### src/rtl/letterbox_compositor_with_marker_defines.svh
// Assertion macros shared by the compositor RTL.
// Needs a clock named clock and an active-high reset named reset in scope.
`ifndef LETTERBOX_COMPOSITOR_WITH_MARKER_DEFINES_SVH
`define LETTERBOX_COMPOSITOR_WITH_MARKER_DEFINES_SVH

// Same-cycle implication, disabled during reset.
`define LCM_ASSERT_IMP(label, ante, cons, msg) \
   label: assert property (@(posedge clock) disable iff (reset) (ante) |-> (cons)) \
      else $error(msg);

// Next-cycle implication, disabled during reset.
`define LCM_ASSERT_NXT(label, ante, cons, msg) \
   label: assert property (@(posedge clock) disable iff (reset) (ante) |=> (cons)) \
      else $error(msg);

`endif

### src/rtl/lcm_pkg.sv
// Shared types, register indexes and constants of the letterbox compositor.
// No dependencies.
`default_nettype none
package lcm_pkg;

   localparam int DispWidthDefault  = 1920;
   localparam int DispHeightDefault = 1080;

   // register indexes on the csr channel
   localparam logic [2:0] CsrHOffset   = 3'd0;
   localparam logic [2:0] CsrVOffset   = 3'd1;
   localparam logic [2:0] CsrImgWidth  = 3'd2;
   localparam logic [2:0] CsrImgHeight = 3'd3;
   localparam logic [2:0] CsrColorMode = 3'd4;
   localparam logic [2:0] CsrMarkKind  = 3'd5;
   localparam logic [2:0] CsrMarkX     = 3'd6;
   localparam logic [2:0] CsrMarkY     = 3'd7;

   // marker kinds; the unused code draws nothing
   localparam logic [1:0] MarkNone = 2'd0;
   localparam logic [1:0] MarkRedX = 2'd1;
   localparam logic [1:0] MarkRing = 2'd2;

   localparam logic ModeGray = 1'b0;
   localparam logic ModeRgb  = 1'b1;

   localparam logic [11:0] XHalfLen  = 12'd10;
   localparam logic [12:0] XThick    = 13'd4;
   localparam logic [11:0] RingOuter = 12'd10;
   localparam logic [7:0]  RingMinSq = 8'd49;
   localparam logic [7:0]  RingMaxSq = 8'd100;
   localparam logic [3:0]  ChanFull  = 4'hF;
   localparam logic [3:0]  ChanOff   = 4'h0;

   typedef struct packed {
      logic [10:0] h_offset;
      logic [10:0] v_offset;
      logic [10:0] img_width;
      logic [10:0] img_height;
      logic        color_mode;
      logic [1:0]  marker_kind;
      logic [10:0] marker_x;
      logic [10:0] marker_y;
   } cfg_type;

   typedef struct packed {
      logic [3:0] red;
      logic [3:0] green;
      logic [3:0] blue;
      logic       src_used;
   } pix_type;

   function automatic logic [11:0] abs12(input logic signed [11:0] v);
      abs12 = v[11] ? 12'(-v) : 12'(v);
   endfunction

   function automatic logic [12:0] abs13(input logic signed [12:0] v);
      abs13 = v[12] ? 13'(-v) : 13'(v);
   endfunction

endpackage
`default_nettype wire

### src/rtl/lcm_csr.sv
// Configuration register file of the compositor, written over the csr channel.
// Depends on lcm_pkg.
`default_nettype none
module lcm_csr (
   input  wire logic             clock,
   input  wire logic             reset,
   input  wire logic             csr_valid,
   output logic                  csr_ready,
   input  wire logic [2:0]       csr_index,
   input  wire logic [10:0]      csr_data,
   output lcm_pkg::cfg_type      cfg
);

   lcm_pkg::cfg_type cfg_ff;
   lcm_pkg::cfg_type cfg_in;

   assign csr_ready = 1'b1;
   assign cfg       = cfg_ff;

   always_comb begin
      cfg_in = cfg_ff;
      if (csr_valid) begin
         case (csr_index)
            lcm_pkg::CsrHOffset:   cfg_in.h_offset    = csr_data;
            lcm_pkg::CsrVOffset:   cfg_in.v_offset    = csr_data;
            lcm_pkg::CsrImgWidth:  cfg_in.img_width   = csr_data;
            lcm_pkg::CsrImgHeight: cfg_in.img_height  = csr_data;
            lcm_pkg::CsrColorMode: cfg_in.color_mode  = csr_data[0];
            lcm_pkg::CsrMarkKind:  cfg_in.marker_kind = csr_data[1:0];
            lcm_pkg::CsrMarkX:     cfg_in.marker_x    = csr_data;
            lcm_pkg::CsrMarkY:     cfg_in.marker_y    = csr_data;
            default:               cfg_in = cfg_ff;
         endcase
      end
   end

   always_ff @(posedge clock) begin
      if (reset) begin
         cfg_ff.h_offset    <= 11'd640;
         cfg_ff.v_offset    <= 11'd314;
         cfg_ff.img_width   <= 11'd640;
         cfg_ff.img_height  <= 11'd452;
         cfg_ff.color_mode  <= lcm_pkg::ModeRgb;
         cfg_ff.marker_kind <= lcm_pkg::MarkNone;
         cfg_ff.marker_x    <= 11'd0;
         cfg_ff.marker_y    <= 11'd0;
      end else begin
         cfg_ff <= cfg_in;
      end
   end

endmodule
`default_nettype wire

### src/rtl/lcm_pixel.sv
// Per-pixel datapath: window test, source color unpack and marker override.
// Purely combinational; depends on lcm_pkg.
`default_nettype none
module lcm_pixel #(
   parameter int DISPLAY_WIDTH  = lcm_pkg::DispWidthDefault,
   parameter int DISPLAY_HEIGHT = lcm_pkg::DispHeightDefault
) (
   input  wire lcm_pkg::cfg_type cfg,
   input  wire logic [10:0]  pos_x,
   input  wire logic [10:0]  pos_y,
   input  wire logic [23:0]  src_pixel,
   output lcm_pkg::pix_type  pix
);

   localparam logic [12:0] DispW = 13'(DISPLAY_WIDTH);
   localparam logic [12:0] DispH = 13'(DISPLAY_HEIGHT);

   logic [11:0]        h_end;
   logic [11:0]        v_end;
   logic               in_window;
   logic               on_display;
   logic signed [11:0] dx;
   logic signed [11:0] dy;
   logic [11:0]        adx;
   logic [11:0]        ady;
   logic [12:0]        a_diff;
   logic [12:0]        a_sum;
   logic               hit_x;
   logic [7:0]         dx_sq;
   logic [7:0]         dy_sq;
   logic [7:0]         dist_sq;
   logic               near_ring;
   logic               hit_ring;
   logic [3:0]         gray;

   // window ends taken one bit wider so they never wrap
   assign h_end     = {1'b0, cfg.h_offset} + {1'b0, cfg.img_width};
   assign v_end     = {1'b0, cfg.v_offset} + {1'b0, cfg.img_height};
   assign in_window = (pos_x >= cfg.h_offset) && ({1'b0, pos_x} < h_end) &&
                      (pos_y >= cfg.v_offset) && ({1'b0, pos_y} < v_end);

   assign on_display = ({2'b00, pos_x} < DispW) && ({2'b00, pos_y} < DispH);

   assign dx  = $signed({1'b0, pos_x}) - $signed({1'b0, cfg.marker_x});
   assign dy  = $signed({1'b0, pos_y}) - $signed({1'b0, cfg.marker_y});
   assign adx = lcm_pkg::abs12(dx);
   assign ady = lcm_pkg::abs12(dy);

   assign a_diff = lcm_pkg::abs13(13'(13'(dx) - 13'(dy)));
   assign a_sum  = lcm_pkg::abs13(13'(13'(dx) + 13'(dy)));
   assign hit_x  = (ady <= lcm_pkg::XHalfLen) &&
                   ((a_diff <= lcm_pkg::XThick) || (a_sum <= lcm_pkg::XThick));

   // squares only matter once both offsets are within the ring box
   assign near_ring = (adx <= lcm_pkg::RingOuter) && (ady <= lcm_pkg::RingOuter);
   assign dx_sq     = 8'(adx[3:0]) * 8'(adx[3:0]);
   assign dy_sq     = 8'(ady[3:0]) * 8'(ady[3:0]);
   assign dist_sq   = dx_sq + dy_sq;
   assign hit_ring  = near_ring && (dist_sq >= lcm_pkg::RingMinSq) &&
                      (dist_sq <= lcm_pkg::RingMaxSq);

   assign gray = src_pixel[7:4];

   always_comb begin
      pix.src_used = in_window;
      pix.red      = lcm_pkg::ChanOff;
      pix.green    = lcm_pkg::ChanOff;
      pix.blue     = lcm_pkg::ChanOff;
      if (in_window) begin
         if (cfg.color_mode == lcm_pkg::ModeRgb) begin
            pix.red   = src_pixel[23:20];
            pix.green = src_pixel[15:12];
            pix.blue  = src_pixel[7:4];
         end else begin
            pix.red   = gray;
            pix.green = gray;
            pix.blue  = gray;
         end
      end
      if (on_display) begin
         if ((cfg.marker_kind == lcm_pkg::MarkRedX) && hit_x) begin
            pix.red   = lcm_pkg::ChanFull;
            pix.green = lcm_pkg::ChanOff;
            pix.blue  = lcm_pkg::ChanOff;
         end else if ((cfg.marker_kind == lcm_pkg::MarkRing) && hit_ring) begin
            pix.red   = lcm_pkg::ChanOff;
            pix.green = lcm_pkg::ChanFull;
            pix.blue  = lcm_pkg::ChanOff;
         end
      end
   end

endmodule
`default_nettype wire

### src/rtl/letterbox_compositor_with_marker.sv
// Letterbox compositor with marker overlay: two register stages around lcm_pixel.
// An accepted req word goes into the input register and then into the result register, which drives the rsp word.
// Throughput: one pixel per cycle; the input register and the result register
// each advance whenever the stage after them is empty or being drained.
// Reset: synchronous, active high; empties both stages and loads the register
// defaults (640/314 window origin, 640x452 window, RGB mode, no marker).
`default_nettype none
`include "letterbox_compositor_with_marker_defines.svh"
module letterbox_compositor_with_marker #(
   parameter int DISPLAY_WIDTH  = lcm_pkg::DispWidthDefault,
   parameter int DISPLAY_HEIGHT = lcm_pkg::DispHeightDefault
) (
   input  wire logic        clock,
   input  wire logic        reset,
   input  wire logic        req_tvalid,
   output logic             req_tready,
   input  wire logic [47:0] req_tdata,   // pos_x[10:0], pos_y[21:11], src_pixel[45:22]
   output logic             rsp_tvalid,
   input  wire logic        rsp_tready,
   output logic [15:0]      rsp_tdata,   // red[3:0], green[7:4], blue[11:8]
   output logic             rsp_tuser,   // src_used[0]
   input  wire logic        csr_valid,
   output logic             csr_ready,
   input  wire logic [2:0]  csr_index,
   input  wire logic [10:0] csr_data
);

   lcm_pkg::cfg_type cfg;
   lcm_pkg::pix_type pix;
   lcm_pkg::pix_type rsp_ff;

   logic        in_valid_ff;
   logic [45:0] in_word_ff;
   logic        rsp_valid_ff;
   logic        rsp_load;
   logic        in_load;

   lcm_csr u_csr (
      .clock     (clock),
      .reset     (reset),
      .csr_valid (csr_valid),
      .csr_ready (csr_ready),
      .csr_index (csr_index),
      .csr_data  (csr_data),
      .cfg       (cfg)
   );

   lcm_pixel #(
      .DISPLAY_WIDTH  (DISPLAY_WIDTH),
      .DISPLAY_HEIGHT (DISPLAY_HEIGHT)
   ) u_pixel (
      .cfg       (cfg),
      .pos_x     (in_word_ff[10:0]),
      .pos_y     (in_word_ff[21:11]),
      .src_pixel (in_word_ff[45:22]),
      .pix       (pix)
   );

   assign rsp_load   = !rsp_valid_ff || rsp_tready;
   assign in_load    = !in_valid_ff || rsp_load;
   assign req_tready = in_load;

   always_ff @(posedge clock) begin
      if (reset) begin
         in_valid_ff  <= 1'b0;
         rsp_valid_ff <= 1'b0;
      end else begin
         if (in_load) begin
            in_valid_ff <= req_tvalid;
         end
         if (rsp_load) begin
            rsp_valid_ff <= in_valid_ff;
         end
      end
   end

   // payload: hold unless the stage advances
   always_ff @(posedge clock) begin
      if (in_load && req_tvalid) begin
         in_word_ff <= req_tdata[45:0];
      end
      if (rsp_load && in_valid_ff) begin
         rsp_ff <= pix;
      end
   end

   assign rsp_tvalid = rsp_valid_ff;
   assign rsp_tdata  = {4'h0, rsp_ff.blue, rsp_ff.green, rsp_ff.red};
   assign rsp_tuser  = rsp_ff.src_used;

   `LCM_ASSERT_NXT(a_req_fills_stage, req_tvalid && req_tready, in_valid_ff,
      "accepted word did not reach the input register")
   `LCM_ASSERT_NXT(a_stage_moves, in_valid_ff && rsp_load, rsp_tvalid,
      "input register word did not reach the result register")
   `LCM_ASSERT_IMP(a_outside_black,
      rsp_tvalid && !rsp_tuser && (cfg.marker_kind == lcm_pkg::MarkNone),
      rsp_tdata == 16'h0000, "pixel outside the window is not black")
   `LCM_ASSERT_IMP(a_gray_equal,
      rsp_tvalid && (cfg.marker_kind == lcm_pkg::MarkNone) &&
      (cfg.color_mode == lcm_pkg::ModeGray),
      (rsp_ff.red == rsp_ff.green) && (rsp_ff.green == rsp_ff.blue),
      "gray pixel has unequal channels")

endmodule
`default_nettype wire

### config.mk
export PLATFORM = sky130hd
export DESIGN_NAME = letterbox_compositor_with_marker
export DESIGN_NICKNAME = d
export VERILOG_FILES = /design/src/rtl/lcm_pkg.sv /design/src/rtl/lcm_csr.sv /design/src/rtl/lcm_pixel.sv /design/src/rtl/letterbox_compositor_with_marker.sv
export VERILOG_INCLUDE_DIRS = /design/src /design/src/rtl
export SDC_FILE = /design/constraint.sdc
export NUM_CORES = 1
export LEC_CHECK = 0
export ABC_AREA = 1
export BUFFER_PORTS_ARGS = -buffer_cell sky130_fd_sc_hd__clkbuf_2
export CORE_UTILIZATION = 32
export CTS_BUF_LIST = sky130_fd_sc_hd__clkbuf_8 sky130_fd_sc_hd__clkbuf_16
export DETAILED_ROUTE_END_ITERATION = 12
export PLACE_DENSITY = 0.55
export SLEW_MARGIN = 20
export SYNTH_ARGS = -nofsm -noshare
export SYNTH_HDL_FRONTEND = slang
export SYNTH_HIERARCHICAL = 1
export SYNTH_SLANG_ARGS = --single-unit
### constraint.sdc
create_clock -name clock -period 9 [get_ports clock]
set_input_delay 0 -clock clock [delete_from_list [all_inputs] [get_ports clock]]
set_output_delay 0 -clock clock [all_outputs]
set_load 0.05 [all_outputs]
==> impl_metrics.env <==
export IMPL_antenna_found_initial=0
export IMPL_h_tree_depth=4
export IMPL_port_buffers=67
export IMPL_rrSetupSlack_ns=2.48
export IMPL_grt_overflow=0
export IMPL_min_to="u_csr/cfg[23]"
export IMPL_reg2reg_from="in_word_ff[0]"
export IMPL_maxCapViolations=0
export IMPL_wl_met2_um=13900
export IMPL_cts_resized=0
export IMPL_clk_pin_slew_ns=0.05
export IMPL_reg2regPathDepth=24
export IMPL_drtPass1Iterations=6
export IMPL_coreArea_um2=32900
export IMPL_cts_sinks=118
export IMPL_viasPerCell=4.71
export IMPL_vias=9977
export IMPL_syn_inst=1559
export IMPL_die_h_um=186
export IMPL_track_usage=0.174
export IMPL_dp_hpwl_um=22800
export IMPL_timing_rr_end="rsp_tdata[11]"
export IMPL_n_antenna_cell=0
export IMPL_status="completed"
export IMPL_period_share=0.724
export IMPL_worstPathCellList="inv_1 > ha_1 > fa_1 > xnor2_1 > o21ai_2 > xor2_2 > inv_1 > nor2_1 > inv_1 > fa_1 > fa_1 > inv_1 > fa_1 > fa_1 > ha_1 > fa_1 > o311ai_0 > o211ai_1 > nor2_2 > nand3_2 > inv_2 > nand2_4 > nand2_4 > nor2_2"
export IMPL_endpoint_kind="register"
export IMPL_gp_congestion=0.875
export IMPL_ant_nets=0
export IMPL_worst_pin_slew_ns=0.860
export IMPL_maxUsedRoutingLayer="met4"
export IMPL_timing_setup_tns_ns=0
export IMPL_drt_iter0_markers=568
export IMPL_grt_max_degree=70
export IMPL_min_period_ns=6.52
export IMPL_grt_setup_unrepaired="false"
export IMPL_cpPeakStageDelay_ns=0.58
export IMPL_dieArea_um2=34400
export IMPL_cts_tree="done"
export IMPL_avgRoutedWirePerCell_um=13.6
export IMPL_final_seq_area_um2=2830
export IMPL_syn_area_um2=10800
export IMPL_fill_cells=3587
export IMPL_worstPathRequired_ns=9.17
export IMPL_worstHoldStart="csr_index[0]"
export IMPL_maxSlewViolCount=0
export IMPL_critPathBufInv=5
export IMPL_die_w_um=186
export IMPL_fmax_ghz=0.153
export IMPL_finalSetupViolations=0
export IMPL_yosys_warnings=6
export IMPL_crit_path_frequent_cell="fa_1"
export IMPL_dp_cells=2042
export IMPL_cts_buffers=17
export IMPL_wl_met3_um=693
export IMPL_crit_family="adder cells"
export IMPL_start_util=0.328
export IMPL_area_delta_synth_final_pct=16.5
export IMPL_fin_cells=2120
export IMPL_worstPathArrival_ns=6.69
export IMPL_whs_path_depth=5
export IMPL_p_per_area_nw_per_um2=190
export IMPL_clockBufferDepth=2
export IMPL_post_route_drc_count=0
export IMPL_path_max_fanout=5
export IMPL_multi_input_area_um2=6880
export IMPL_p_total_mw=2.38
export IMPL_hold_path_class="in -> reg"
export IMPL_crit_type="reg -> reg"
export IMPL_grt_pass1_wl_um=47100
export IMPL_clock_skew_ns=0.00829
export IMPL_nNetsFinal=1879
export IMPL_cp_slowest_cell="xnor2_1"
export IMPL_root_buffer="clkbuf_16"
export IMPL_drive_above_1_share=0.101
export IMPL_placementRows=66
export IMPL_synth_area_per_cell_um2=6.91
export IMPL_relSlewSlack=0.424
export IMPL_startpoint_type="register"
export IMPL_p_leak_nw=6.21
export IMPL_ios=87
export IMPL_vdd_drop_max_mv=0.114
export IMPL_wl_met1_um=13700
export IMPL_hold_viol=0
export IMPL_final_util=0.382
export IMPL_grt_pass1_vias=9489
export IMPL_totalWireLength_um=28900
export IMPL_worstSkewPairLatency_ns=0.42
worst max-delay path by stage:
stage,from,endpoint,slack [ns],depth (start not counted)
floorplan,in_word_ff[0],rsp_tdata[10],3.23,24
global placement,in_word_ff[0],rsp_tdata[8],2.53,24
detailed placement,in_word_ff[0],rsp_tdata[11],2.45,24
CTS,in_word_ff[0],rsp_tdata[11],2.43,24
global route,in_word_ff[8],rsp_tdata[10],2.09,25
finish,in_word_ff[0],rsp_tdata[11],2.48,24
layout make-up:
cell class | count | share of cell area
clock inverter | 9 | 0.00578
timing repair buffer | 119 | 0.0671
tap | 442 | 0.0440
multi-input combinational | 1182 | 0.548
sequential | 118 | 0.225
inverter | 228 | 0.0687
clock buffer | 22 | 0.0411
worst register-to-register path, stage by stage (launching register included):
cell      delay (ns)
edfxtp_1        0.31
inv_1           0.08
ha_1            0.22
fa_1            0.40
xnor2_1         0.58
o21ai_2         0.16
xor2_2          0.23
inv_1           0.08
nor2_1          0.19
inv_1           0.09
fa_1            0.47
fa_1            0.49
inv_1           0.05
fa_1            0.52
fa_1            0.50
ha_1            0.24
fa_1            0.48
o311ai_0        0.41
o211ai_1        0.18
nor2_2          0.14
nand3_2         0.13
inv_2           0.09
nand2_4         0.07
nand2_4         0.11
nor2_2          0.04
timing repair:
item	CTS	global route
setup buffers	0	0
endpoints found under the hold margin	50	0
hold buffers	47	0
state kept, by name, indices dropped and copies added (netlist names):
name         cells
in_valid_ff      1
u_csr/cfg       69
rsp_tuser        1
rsp_tdata       12
in_word_ff      34
rsp_tvalid       1
layout by cell type, fill, tap and decap left out, drive strengths merged, types with 7 or more instances in the layout:
master and instances:
dlygate4sd3 47, o21bai 9, nand4 29, xor2 24, clkbuf 89, nand3b 7, dfxtp 71, nor2 231
o21ai 32, nand2 395, fa 17, xnor2 11, inv 231, nand3 158, a21oi 77, ha 129
nor3 26, edfxtp 47
stage by stage:
stage | setup slack (ns) | hold slack [ns] | instance area, um^2
after floorplan | 3.23 | 0.0624 | 10800
after global placement | 2.53 | 0.178 | 11500
after detailed placement | 2.45 | 0.179 | 11500
after CTS | 2.43 | 0.0178 | 12600
after global routing | 2.09 | 0.0585 | 12600
final | 2.48 | 0.0482 | 12600
power breakdown:
part	internal [mW]	total, mW	switching [mW]	leakage [nW]
combinational	0.412	1.11	0.702	4.86
sequential	0.583	0.605	0.0220	1.04
clock	0.429	0.665	0.236	0.298
total	1.42	2.38	0.960	6.21
routing by layer:
metal | vias up | GRT usage
met3 | 35 | 0.0196
met1 | 4520 | 0.222
met5 | - | 0
met2 | 171 | 0.307
met4 | 0 | 0.0538
li1 | 5251 | -
Note: power is estimated with default switching activity, not from simulation.
